--- src/sv/salru_pkg.sv ---
// Shared types, defaults and geometry helpers for the LRU tag store.
`default_nettype none

package salru_pkg;

   // Default geometry
   localparam int CACHE_BYTES_DEF = 256;
   localparam int LINE_BYTES_DEF  = 32;
   localparam int WAYS_DEF        = 1;

   // Width of an address and of the miss counter
   localparam int ADDR_W  = 32;
   localparam int COUNT_W = 32;

   // Controller states
   typedef enum logic [1:0] {
      ST_CLEAR,
      ST_IDLE,
      ST_READ,
      ST_UPDATE
   } ctrl_state_type;

   // Commands from the controller to the datapath
   typedef struct packed {
      logic clear;
      logic load;
      logic read;
      logic update;
   } dp_cmd_type;

   // Status from the datapath to the controller
   typedef struct packed {
      logic clear_last;
      logic rsp_busy;
   } dp_status_type;

   // Floor of log2; zero for values of 0 and 1 (elaboration only)
   function automatic int floor_log2(input int value);
      int v;
      int n;
      v = value;
      n = 0;
      while (v > 1) begin
         v = v >> 1;
         n = n + 1;
      end
      return n;
   endfunction

endpackage

`default_nettype wire

--- src/sv/salru_ctrl.sv ---
// Controller state machine that sequences clearing, lookup and update.
`default_nettype none

module salru_ctrl
   import salru_pkg::*;
(
   input  wire logic          clock,
   input  wire logic          reset,
   input  wire logic          req_tvalid,
   output logic               req_tready,
   input  wire dp_status_type status,
   output dp_cmd_type         cmd
);

   ctrl_state_type state_ff;
   ctrl_state_type state_in;

   // State register
   always_ff @(posedge clock) begin
      if (reset) begin
         state_ff <= ST_CLEAR;
      end else begin
         state_ff <= state_in;
      end
   end

   // Next state and commands
   always_comb begin
      state_in   = state_ff;
      cmd        = '0;
      req_tready = 1'b0;
      case (state_ff)
         ST_CLEAR: begin
            cmd.clear = 1'b1;
            if (status.clear_last) begin
               state_in = ST_IDLE;
            end
         end
         ST_IDLE: begin
            req_tready = 1'b1;
            if (req_tvalid) begin
               cmd.load = 1'b1;
               state_in = ST_READ;
            end
         end
         ST_READ: begin
            cmd.read = 1'b1;
            state_in = ST_UPDATE;
         end
         ST_UPDATE: begin
            // hold until the output register is free
            if (!status.rsp_busy) begin
               cmd.update = 1'b1;
               state_in   = ST_IDLE;
            end
         end
         default: begin
            state_in = ST_CLEAR;
         end
      endcase
   end

   // Commands never overlap
   assert property (@(posedge clock) disable iff (reset)
      $onehot0({cmd.clear, cmd.load, cmd.read, cmd.update}))
      else $error("controller issued overlapping commands");

   // A load always leads into a memory read
   assert property (@(posedge clock) disable iff (reset)
      cmd.load |=> cmd.read)
      else $error("load not followed by read");

   // A read always leads into the update state
   assert property (@(posedge clock) disable iff (reset)
      cmd.read |=> state_ff == ST_UPDATE)
      else $error("read not followed by update state");

endmodule

`default_nettype wire

--- src/sv/salru_dpath.sv ---
// Datapath: tag and LRU memories, way compare, replacement and miss counter.
`default_nettype none

module salru_dpath
   import salru_pkg::*;
#(
   parameter int CACHE_BYTES = CACHE_BYTES_DEF,
   parameter int LINE_BYTES  = LINE_BYTES_DEF,
   parameter int WAYS        = WAYS_DEF
) (
   input  wire logic               clock,
   input  wire logic               reset,
   input  wire dp_cmd_type         cmd,
   output dp_status_type           status,
   input  wire logic [ADDR_W-1:0]  req_tdata,
   input  wire logic               req_tuser,
   output logic                    rsp_tvalid,
   input  wire logic               rsp_tready,
   output logic [COUNT_W-1:0]      rsp_tdata,
   output logic                    rsp_tuser
);

   // Geometry
   localparam int OFFSET_BITS = floor_log2(LINE_BYTES);
   localparam int SETS_RAW    = CACHE_BYTES / WAYS / LINE_BYTES;
   localparam int INDEX_BITS  = floor_log2(SETS_RAW);
   localparam int SETS        = 1 << INDEX_BITS;
   localparam int SET_W       = (INDEX_BITS > 0) ? INDEX_BITS : 1;
   localparam int TAG_W       = ADDR_W - OFFSET_BITS - INDEX_BITS;
   localparam int RANK_W      = (WAYS > 1) ? $clog2(WAYS) : 1;
   localparam int WAY_W       = RANK_W;
   localparam int OLD_W       = RANK_W + 1;
   localparam int MW          = 1 + RANK_W;
   localparam logic [ADDR_W-1:0] SET_MASK = ADDR_W'((64'd1 << INDEX_BITS) - 64'd1);

   // Memories: one row per set
   logic [WAYS*TAG_W-1:0] tag_mem  [SETS];
   logic [WAYS*MW-1:0]    meta_mem [SETS];

   logic [ADDR_W-1:0]     addr_ff;
   logic                  count_ff;
   logic [SET_W-1:0]      clr_idx_ff;
   logic [WAYS*TAG_W-1:0] tag_rd_ff;
   logic [WAYS*MW-1:0]    meta_rd_ff;
   logic [COUNT_W-1:0]    miss_ctr_ff;
   logic [COUNT_W-1:0]    miss_ctr_in;
   logic                  rsp_valid_ff;
   logic                  rsp_hit_ff;

   logic [SET_W-1:0]      set_idx;
   logic [TAG_W-1:0]      acc_tag;

   logic [TAG_W-1:0]      way_tag  [WAYS];
   logic                  way_vld  [WAYS];
   logic [RANK_W-1:0]     way_rank [WAYS];
   logic                  hit_any;
   logic [WAY_W-1:0]      hit_way;
   logic                  free_any;
   logic [WAY_W-1:0]      free_way;
   logic [RANK_W-1:0]     worst;
   logic [WAY_W-1:0]      lru_way;
   logic [WAY_W-1:0]      pick;
   logic [OLD_W-1:0]      old_rank;
   logic [WAYS*TAG_W-1:0] tag_row_new;
   logic [WAYS*MW-1:0]    meta_row_new;

   // Split the held address
   assign set_idx = SET_W'((addr_ff >> OFFSET_BITS) & SET_MASK);
   assign acc_tag = TAG_W'(addr_ff >> (OFFSET_BITS + INDEX_BITS));

   // Capture the accepted transfer
   always_ff @(posedge clock) begin
      if (cmd.load) begin
         addr_ff  <= req_tdata;
         count_ff <= req_tuser;
      end
   end

   // Clearing pass over the LRU/valid memory
   always_ff @(posedge clock) begin
      if (reset) begin
         clr_idx_ff <= '0;
      end else if (cmd.clear) begin
         clr_idx_ff <= clr_idx_ff + SET_W'(1);
      end
   end

   assign status.clear_last = (clr_idx_ff == SET_W'(SETS - 1));
   assign status.rsp_busy   = rsp_valid_ff && !rsp_tready;

   // Memory read ports, registered
   always_ff @(posedge clock) begin
      if (cmd.read) begin
         tag_rd_ff  <= tag_mem[set_idx];
         meta_rd_ff <= meta_mem[set_idx];
      end
   end

   // Memory write ports
   always_ff @(posedge clock) begin
      if (cmd.update && !hit_any) begin
         tag_mem[set_idx] <= tag_row_new;
      end
   end

   always_ff @(posedge clock) begin
      if (cmd.clear) begin
         meta_mem[clr_idx_ff] <= '0;
      end else if (cmd.update) begin
         meta_mem[set_idx] <= meta_row_new;
      end
   end

   // Way compare, victim choice and recency update
   always_comb begin
      for (int w = 0; w < WAYS; w++) begin
         way_tag[w]  = tag_rd_ff[w*TAG_W +: TAG_W];
         way_vld[w]  = meta_rd_ff[w*MW];
         way_rank[w] = meta_rd_ff[w*MW+1 +: RANK_W];
      end

      // lowest matching way and lowest free way
      hit_any  = 1'b0;
      hit_way  = '0;
      free_any = 1'b0;
      free_way = '0;
      for (int w = WAYS - 1; w >= 0; w--) begin
         if (way_vld[w] && (way_tag[w] == acc_tag)) begin
            hit_any = 1'b1;
            hit_way = WAY_W'(w);
         end
         if (!way_vld[w]) begin
            free_any = 1'b1;
            free_way = WAY_W'(w);
         end
      end

      // highest numbered way among those of the oldest rank
      worst   = '0;
      lru_way = '0;
      for (int w = 0; w < WAYS; w++) begin
         if (way_rank[w] >= worst) begin
            worst   = way_rank[w];
            lru_way = WAY_W'(w);
         end
      end

      if (hit_any) begin
         pick     = hit_way;
         old_rank = OLD_W'(way_rank[hit_way]);
      end else if (free_any) begin
         pick     = free_way;
         old_rank = OLD_W'(WAYS);
      end else begin
         pick     = lru_way;
         old_rank = OLD_W'(worst);
      end

      for (int w = 0; w < WAYS; w++) begin
         if (WAY_W'(w) == pick) begin
            tag_row_new[w*TAG_W +: TAG_W]   = acc_tag;
            meta_row_new[w*MW]              = 1'b1;
            meta_row_new[w*MW+1 +: RANK_W]  = '0;
         end else begin
            tag_row_new[w*TAG_W +: TAG_W]   = way_tag[w];
            meta_row_new[w*MW]              = way_vld[w];
            if (way_vld[w] && (OLD_W'(way_rank[w]) < old_rank)) begin
               meta_row_new[w*MW+1 +: RANK_W] = way_rank[w] + RANK_W'(1);
            end else begin
               meta_row_new[w*MW+1 +: RANK_W] = way_rank[w];
            end
         end
      end
   end

   // Saturating miss counter
   always_comb begin
      miss_ctr_in = miss_ctr_ff;
      if (cmd.update && !hit_any && count_ff && (miss_ctr_ff != '1)) begin
         miss_ctr_in = miss_ctr_ff + COUNT_W'(1);
      end
   end

   always_ff @(posedge clock) begin
      if (reset) begin
         miss_ctr_ff <= '0;
      end else begin
         miss_ctr_ff <= miss_ctr_in;
      end
   end

   // Output register: set on update, drop on transfer
   always_ff @(posedge clock) begin
      if (reset) begin
         rsp_valid_ff <= 1'b0;
      end else if (cmd.update) begin
         rsp_valid_ff <= 1'b1;
      end else if (rsp_tready) begin
         rsp_valid_ff <= 1'b0;
      end
   end

   always_ff @(posedge clock) begin
      if (cmd.update) begin
         rsp_hit_ff <= hit_any;
      end
   end

   assign rsp_tvalid = rsp_valid_ff;
   assign rsp_tuser  = rsp_hit_ff;
   assign rsp_tdata  = miss_ctr_ff;

   // An update always presents a result next cycle
   assert property (@(posedge clock) disable iff (reset)
      cmd.update |=> rsp_valid_ff)
      else $error("update did not produce a result");

   // An update never overwrites a result still waiting
   assert property (@(posedge clock) disable iff (reset)
      cmd.update |-> !(rsp_valid_ff && !rsp_tready))
      else $error("result overwritten before transfer");

   // Hits leave the miss counter alone
   assert property (@(posedge clock) disable iff (reset)
      (cmd.update && hit_any) |=> $stable(miss_ctr_ff))
      else $error("miss counter moved on a hit");

   // The miss counter never decreases
   assert property (@(posedge clock) disable iff (reset)
      1'b1 |=> (miss_ctr_ff >= $past(miss_ctr_ff)))
      else $error("miss counter decreased");

endmodule

`default_nettype wire

--- src/sv/set_associative_lru_tag_store.sv ---
// Top level of the set-associative LRU tag store.
`default_nettype none

// Tag-only set-associative cache with true LRU replacement. Each request
// transfer carries a byte address (req_tdata) and a count flag (req_tuser);
// each response transfer returns the hit flag (rsp_tuser) and the saturating
// miss total after that access (rsp_tdata). An access passes through the
// accept cycle, a registered read of the set's tag and LRU rows, and an
// update cycle that compares all ways in parallel and writes the LRU row,
// and on a miss the tag row, back through the single port of each memory.
// The response sits in an output register, so the next request is accepted
// while it waits; the update stalls only if the previous response has still
// not been taken. After reset it clears the valid/LRU memory, one set per
// cycle over its 2**floor(log2(CACHE_BYTES/WAYS/LINE_BYTES)) sets, 8 with
// the defaults, and accepts no request until it finishes.
module set_associative_lru_tag_store
   import salru_pkg::*;
#(
   parameter int CACHE_BYTES = CACHE_BYTES_DEF,
   parameter int LINE_BYTES  = LINE_BYTES_DEF,
   parameter int WAYS        = WAYS_DEF
) (
   input  wire logic               clock,
   input  wire logic               reset,
   input  wire logic               req_tvalid,
   output logic                    req_tready,
   input  wire logic [ADDR_W-1:0]  req_tdata,   // [31:0] address
   input  wire logic               req_tuser,   // [0] count_miss
   output logic                    rsp_tvalid,
   input  wire logic               rsp_tready,
   output logic [COUNT_W-1:0]      rsp_tdata,   // [31:0] miss_total
   output logic                    rsp_tuser    // [0] hit
);

   dp_cmd_type    cmd;
   dp_status_type status;

   // Sequencer
   salru_ctrl u_ctrl (
      .clock      (clock),
      .reset      (reset),
      .req_tvalid (req_tvalid),
      .req_tready (req_tready),
      .status     (status),
      .cmd        (cmd)
   );

   // Memories and lookup logic
   salru_dpath #(
      .CACHE_BYTES (CACHE_BYTES),
      .LINE_BYTES  (LINE_BYTES),
      .WAYS        (WAYS)
   ) u_dpath (
      .clock      (clock),
      .reset      (reset),
      .cmd        (cmd),
      .status     (status),
      .req_tdata  (req_tdata),
      .req_tuser  (req_tuser),
      .rsp_tvalid (rsp_tvalid),
      .rsp_tready (rsp_tready),
      .rsp_tdata  (rsp_tdata),
      .rsp_tuser  (rsp_tuser)
   );

endmodule

`default_nettype wire
--- config.mk ---
export PLATFORM = sky130hd
export DESIGN_NAME = set_associative_lru_tag_store
export DESIGN_NICKNAME = d
export VERILOG_FILES = /design/src/sv/salru_pkg.sv /design/src/sv/salru_ctrl.sv /design/src/sv/salru_dpath.sv /design/src/sv/set_associative_lru_tag_store.sv
export SDC_FILE = /design/constraint.sdc
export NUM_CORES = 1
export LEC_CHECK = 0
export ABC_CLOCK_PERIOD_IN_PS = 3330
export BUFFER_PORTS_ARGS = -buffer_cell sky130_fd_sc_hd__buf_2
export CAP_MARGIN = 20
export CORE_MARGIN = 2
export CORE_UTILIZATION = 54
export DETAILED_ROUTE_END_ITERATION = 10
export PLACE_DENSITY = 0.86
export RECOVER_POWER = 25
export SLEW_MARGIN = 20
export SYNTH_ARGS = -nofsm -noshare
export SYNTH_HDL_FRONTEND = slang
export SYNTH_SLANG_ARGS = --single-unit
--- constraint.sdc ---
create_clock -name clock -period 3.33 [get_ports clock]
set_input_delay 0.999 -clock clock [delete_from_list [all_inputs] [get_ports clock]]
set_output_delay 0.999 -clock clock [all_outputs]
set_load 0.05 [all_outputs]
# Word-level counts from Yosys, hierarchy flattened
# Memories as Yosys holds them, arrays and structs flattened. A register that Yosys moved wholly into a read port is not among the register bits.
# Index checks and enable logic that the tools add are counted.
[totals]
register_bits = 72
memories = 2
mem_bits_rw = 200
out_inout_bits = 35
[classes]
n_eq_ne = 9
muxes = 24
reduce_logical = 11
n_addsub = 2
[mem_list]
columns = ["name", "words", "word_bits", "rd", "rd_ports_with_merged_regs", "write_ports", "line_no", "source"]
rows = [
  ["u_dpath.tag_mem", 8, 24, 1, 1, 1, "salru_dpath.sv:37", "logic [WAYS*TAG_W-1:0] tag_mem [SETS];"],
  ["u_dpath.meta_mem", 8, 1, 1, 1, 1, "salru_dpath.sv:38", "logic [WAYS*MW-1:0] meta_mem [SETS];"],
]
[ops]
columns = ["cell", "n"]
rows = [
  ["$add A32 B1 Y32 const B", 1],
  ["$ne A32 B32 Y1 const B", 1],
  ["$eq A24 B24 Y1", 1],
  ["$mux W1", 19],
  ["$pmux W2 S4", 1],
  ["$mux W2", 3],
  ["$ne A2 B2 Y1 const B", 3],
  ["$logic_and A1 B1 Y1", 5],
  ["$eq A2 B2 Y1 const B", 2],
  ["$add A3 B1 Y3 const B", 1],
  ["$eq A3 B3 Y1 const B", 1],
  ["$mux W3", 1],
  ["$reduce_and A3 Y1", 1],
  ["$eq A2 B1 Y1 const B", 1],
  ["$logic_not A1 Y1", 2],
  ["$logic_not A2 Y1", 1],
  ["$reduce_bool A2 Y1", 1],
  ["$reduce_or A1 Y1", 1],
]

# Logic depth before layout (Yosys ltp)
[logic_depth]
depth_word = 9
ltp_mapped = 9
depth_no_buf = 7

# Modules after synthesis
# From an unflattened synthesis, not the netlist that was laid out.
[unflattened]
cells_unflattened = 692
hier_area_um2 = 11068.1
[by_module_without_submodules]
columns = ["mod", "cells_each", "n_inst", "area_each_um2", "seq_area_each_um2"]
rows = [
  ["salru_dpath", 672, 1, 10885.4, 8348.0],
  ["salru_ctrl", 20, 1, 182.7, 40.0],
]

# Least setup slack after synthesis
# No wires, ideal clock.
[synth_timing]
path_type = "input to register"
start = "input port rsp_tready"
end = "memory u_dpath.tag_mem[1][0] in the netlist's numbering, enable pin"
n_path_buf = 0
slack_ps = -232
arrival_time_ps = 3127
setup_ps = 435
stages = 5
t_required_ps = 2895
path_cell_list = "nand2b_1 > nand2_1 > clkinv_1 > nand2_1 > nor3_1"
[synth_lines]
columns = ["item", "line_no", "source"]
rows = [
  ["start, declared", "set_associative_lru_tag_store.sv:30", "input wire logic rsp_tready,"],
  ["end, declared", "salru_dpath.sv:37", ""],
]

# Worst setup path after layout
[layout_timing]
start = "register u_dpath.addr_ff[24]"
end = "memory u_dpath.tag_mem[0][5] in the netlist's numbering, enable pin"
[layout_via]
elab_chain_len = 7
[layout_lines]
columns = ["item", "line_no", "source"]
rows = [
  ["start, declared", "salru_dpath.sv:40", "logic [ADDR_W-1:0] addr_ff;"],
  ["start signal, assigned", "salru_dpath.sv:74", "addr_ff <= req_tdata;"],
  ["$eq A24 B24 Y1", "salru_dpath.sv:128", "if (way_vld[w] && (way_tag[w] == acc_tag)) begin"],
  ["$logic_and A1 B1 Y1", "salru_dpath.sv:128", ""],
  ["$mux W1", "salru_dpath.sv:128", ""],
  ["$logic_not A1 Y1", "salru_dpath.sv:101", "if (cmd.update && !hit_any) begin"],
  ["$logic_and A1 B1 Y1", "salru_dpath.sv:101", ""],
  ["$mux W1", "salru_dpath.sv:101", ""],
  ["$mux W1 (not written as such)", "salru_dpath.sv:102", "tag_mem[set_idx] <= tag_row_new;"],
]
# Every way passes these cells.

==> metrics.txt <==
Compound-Gate Fraction of Synth Area just under 8%; Final Wtd Congestion roughly 0.84; worst skew pair latency 0.55 ns; Peak Freq 356 MHz; Residual DRC 0; Gate Count Post-Synth just over 700; core region area between 20,000 and 25,000 sq um; P_leak 0.00455 uW; simple-gate share of the synthesized area 9.29%; WL per Instance about 22 microns; critical path peak fanout 24; fin crit period 2.81 ns; initial drt markers 753; root buf cell clkbuf_16; CTS tree built; total grt overflow 0; number of synthesized flops with an enable pin 254; largest net degree at the start of global routing 42; hold_buf cts 0; worst-margin pin slew 0.906 ns; Die H 149 microns; post-synthesis mux area share 2.70%; Row Count between 50 and 60; global-route wire length before repair 37.9 mm; Synth cell types 55; mapped cell area between 10,000 and 15,000 sq um; most used cell, CP buf_4; post-synthesis sequential area ratio 74.1%; pre-CTS WS between 0.5 and 0.6 ns; Area growth syn-to-layout 15.7%; # diodes 0; CP endpoint kind register; hpwl dp 14.4 mm; largest family of logic cells by synthesized area simple AND/OR/NAND/NOR gates; Finished Core Util 64.1%; Max Buffers Root-to-Sink 3; post-CTS setup buffers 0; Die X-Extent 149 microns; total global-route track usage 22.6%; Post-Synth Adder-Cell Area less than 1%; total negative slack 0 ns; status finished, final reports clean; nets 867; relative slew slack 39.6%; fraction of layout cells with a size suffix above 1 21.0%; die area 22,100 sq um; PD cells roughly 600 nW/um^2; worst path buffer plus inverter count 2; hold crit path type reg -> reg; arrival time worst endpoint about 3 ns; final period utilization 84.2%; warnings from Yosys 0; Sink Count around 290; Slowest cell on crit path nor4_1; post-synthesis register bit count just under 300; Post-Synth XOR/XNOR Area under 10%; Max-cap violations 0; Ports between 70 and 80; CP cell instances xnor2_1 > nand4_1 > nor4_1 > nand4_4 > buf_4 > and3_1 > buf_4; TritonCTS buffer count 28; initial cell density of the core 55.4%; first drt pass iteration count 6; Synthesized Nets about 770; Startpoint Class register; WL final 25.0 mm; kind of cell adding the most delay to the critical path simple AND/OR/NAND/NOR gates; main flop type after synthesis edfxtp_1; Clock Skews 0.0190 ns; via density per instance 6.18; syn_area_per_cell 15.6 sq um; setup ws final 0.525 ns; initial antenna violation count 0; delay of the slowest cell on the worst path 0.57 ns; vias about 6,900; Async S/R FF share, synth 0%; Critical Path RT 3.58 ns; # setup viols final 0; RSZ-0062 raised after global routing no; I/O Buffers 66; CTS clock-pin slew for the worst setup and hold paths 0.06 ns; Crit Path Class reg -> reg; maximum vdd ir drop 0.000447 V; fin. max-slew vios 0; CTS resizes 0; H-tree levels 1; ANT nets after route 0; Hold Fails Final Rpt 0; number of global-route vias before repair around 6,600
cells by family (layout without fill, tap and decap cells):
kind of cell,count (synthesis),after routing
simple gates,187,187
fa+ha+maj,8,8
compound gates,124,124
buf+inv,48,165
mux,25,25
xor+xnor,42,42
flops,292,292
synth_stat cells, types with 6 or more instances:
| cell | number | area, sq um |
|---|---|---|
| inv_1 | 14 | 52.6 |
| nand4_1 | 19 | 119 |
| or4_1 | 7 | 52.6 |
| dfxtp_1 | 38 | 761 |
| a22oi_1 | 53 | 398 |
| mux2_2 | 6 | 67.6 |
| ha_1 | 8 | 100 |
| edfxtp_1 | 254 | 7630 |
| mux2i_1 | 14 | 140 |
| o21ai_0 | 13 | 65.1 |
| nor3_1 | 14 | 70.1 |
| nand2_1 | 25 | 93.8 |
| and3_1 | 13 | 81.3 |
| a22o_1 | 9 | 78.8 |
| xor2_1 | 27 | 236 |
| a221oi_1 | 10 | 87.6 |
| xnor2_1 | 15 | 131 |
| a21oi_1 | 14 | 70.1 |
| nor2_1 | 48 | 180 |
| nand3_1 | 30 | 150 |
| clkbuf_1 | 23 | 86.3 |
routing by layer:
layer | global-route usage, % | share of wire [%] | wire, microns
met1 | 31.3 | 39 | 9860
met2 | 37.4 | 50 | 12500
met3 | 3.39 | 8.0 | 1990
met4 | 7.43 | 2.6 | 640
met5 | 0 | 0 | 0
area by class of cell:
class	instances	area, sq um
clock buffers	29	704
inverters	16	60.1
multi-input cells	386	2750
clock inverters	22	278
fillers	1405	7330
flip-flops and latches	292	8390
repair buffers	98	582
well taps	270	338
registers in the layout (all words and copies together), names as in the netlist:
signal              flops
u_dpath.meta_rd_ff      1
u_dpath.addr_ff        27
u_dpath.tag_rd_ff      24
u_dpath.tag_mem       192
u_dpath.rsp_tuser       1
u_dpath.count_ff        1
u_dpath.clr_idx_ff      3
u_dpath.rsp_tdata      32
u_dpath.meta_mem        8
u_ctrl.state_ff         2
u_dpath.rsp_tvalid      1
metrics by stage:
step | hold slack, ns | cells | power (uW) | instance area (sq um)
2_1_floorplan | 0.486 | 726 | 4460 | 11300
3_3_place_gp | 0.487 | 1062 | 4590 | 12100
3_5_place_dp | 0.501 | 1062 | 4610 | 12100
4_1_cts | 0.519 | 1113 | 7910 | 13100
5_1_grt | 0.549 | 1113 | 8080 | 13100
6_report | 0.521 | 1113 | 7890 | 13100
layout by cell type, fill, tap and decap left out, types with 15 or more instances in the layout:
cell         n
edfxtp_1   254
buf_2       65
a22oi_1     53
nor2_1      47
dfxtp_1     38
buf_4       31
nand3_1     30
clkbuf_16   28
xor2_1      27
nand2_1     25
nand4_1     19
xnor2_1     15
worst paths after layout:
kind | from | to | slack [ns] | cells after the start
worst max-delay path | u_dpath.addr_ff[24]$_DFFE_PP_ | u_dpath.tag_mem[0][5]$_DFFE_PP_ | 0.52 | 7
worst min-delay path | u_dpath.rsp_tdata[30]$_SDFFE_PP0P_ | u_dpath.rsp_tdata[30]$_SDFFE_PP0P_ | 0.52 | 2
worst max register to register | u_dpath.addr_ff[24]$_DFFE_PP_ | u_dpath.tag_mem[0][5]$_DFFE_PP_ | 0.52 | 7
worst min register to register | u_dpath.rsp_tdata[30]$_SDFFE_PP0P_ | u_dpath.rsp_tdata[30]$_SDFFE_PP0P_ | 0.52 | 2
worst register-to-register path, cell delays in order (launching register included):
cell      delay [ns]
edfxtp_1        0.53
xnor2_1         0.30
nand4_1         0.12
nor4_1          0.57
nand4_4         0.19
buf_4           0.30
and3_1          0.22
buf_4           0.26
report_power, final:
part / total (uW) / internal, uW / leakage [uW] / switching (uW)
sequential: 4150 / 4060 / 0.00260 / 93.0
combinational: 395 / 150 / 0.00148 / 245
clock: 3340 / 2010 / 0.000478 / 1340
(Power assumes the default switching activity.)
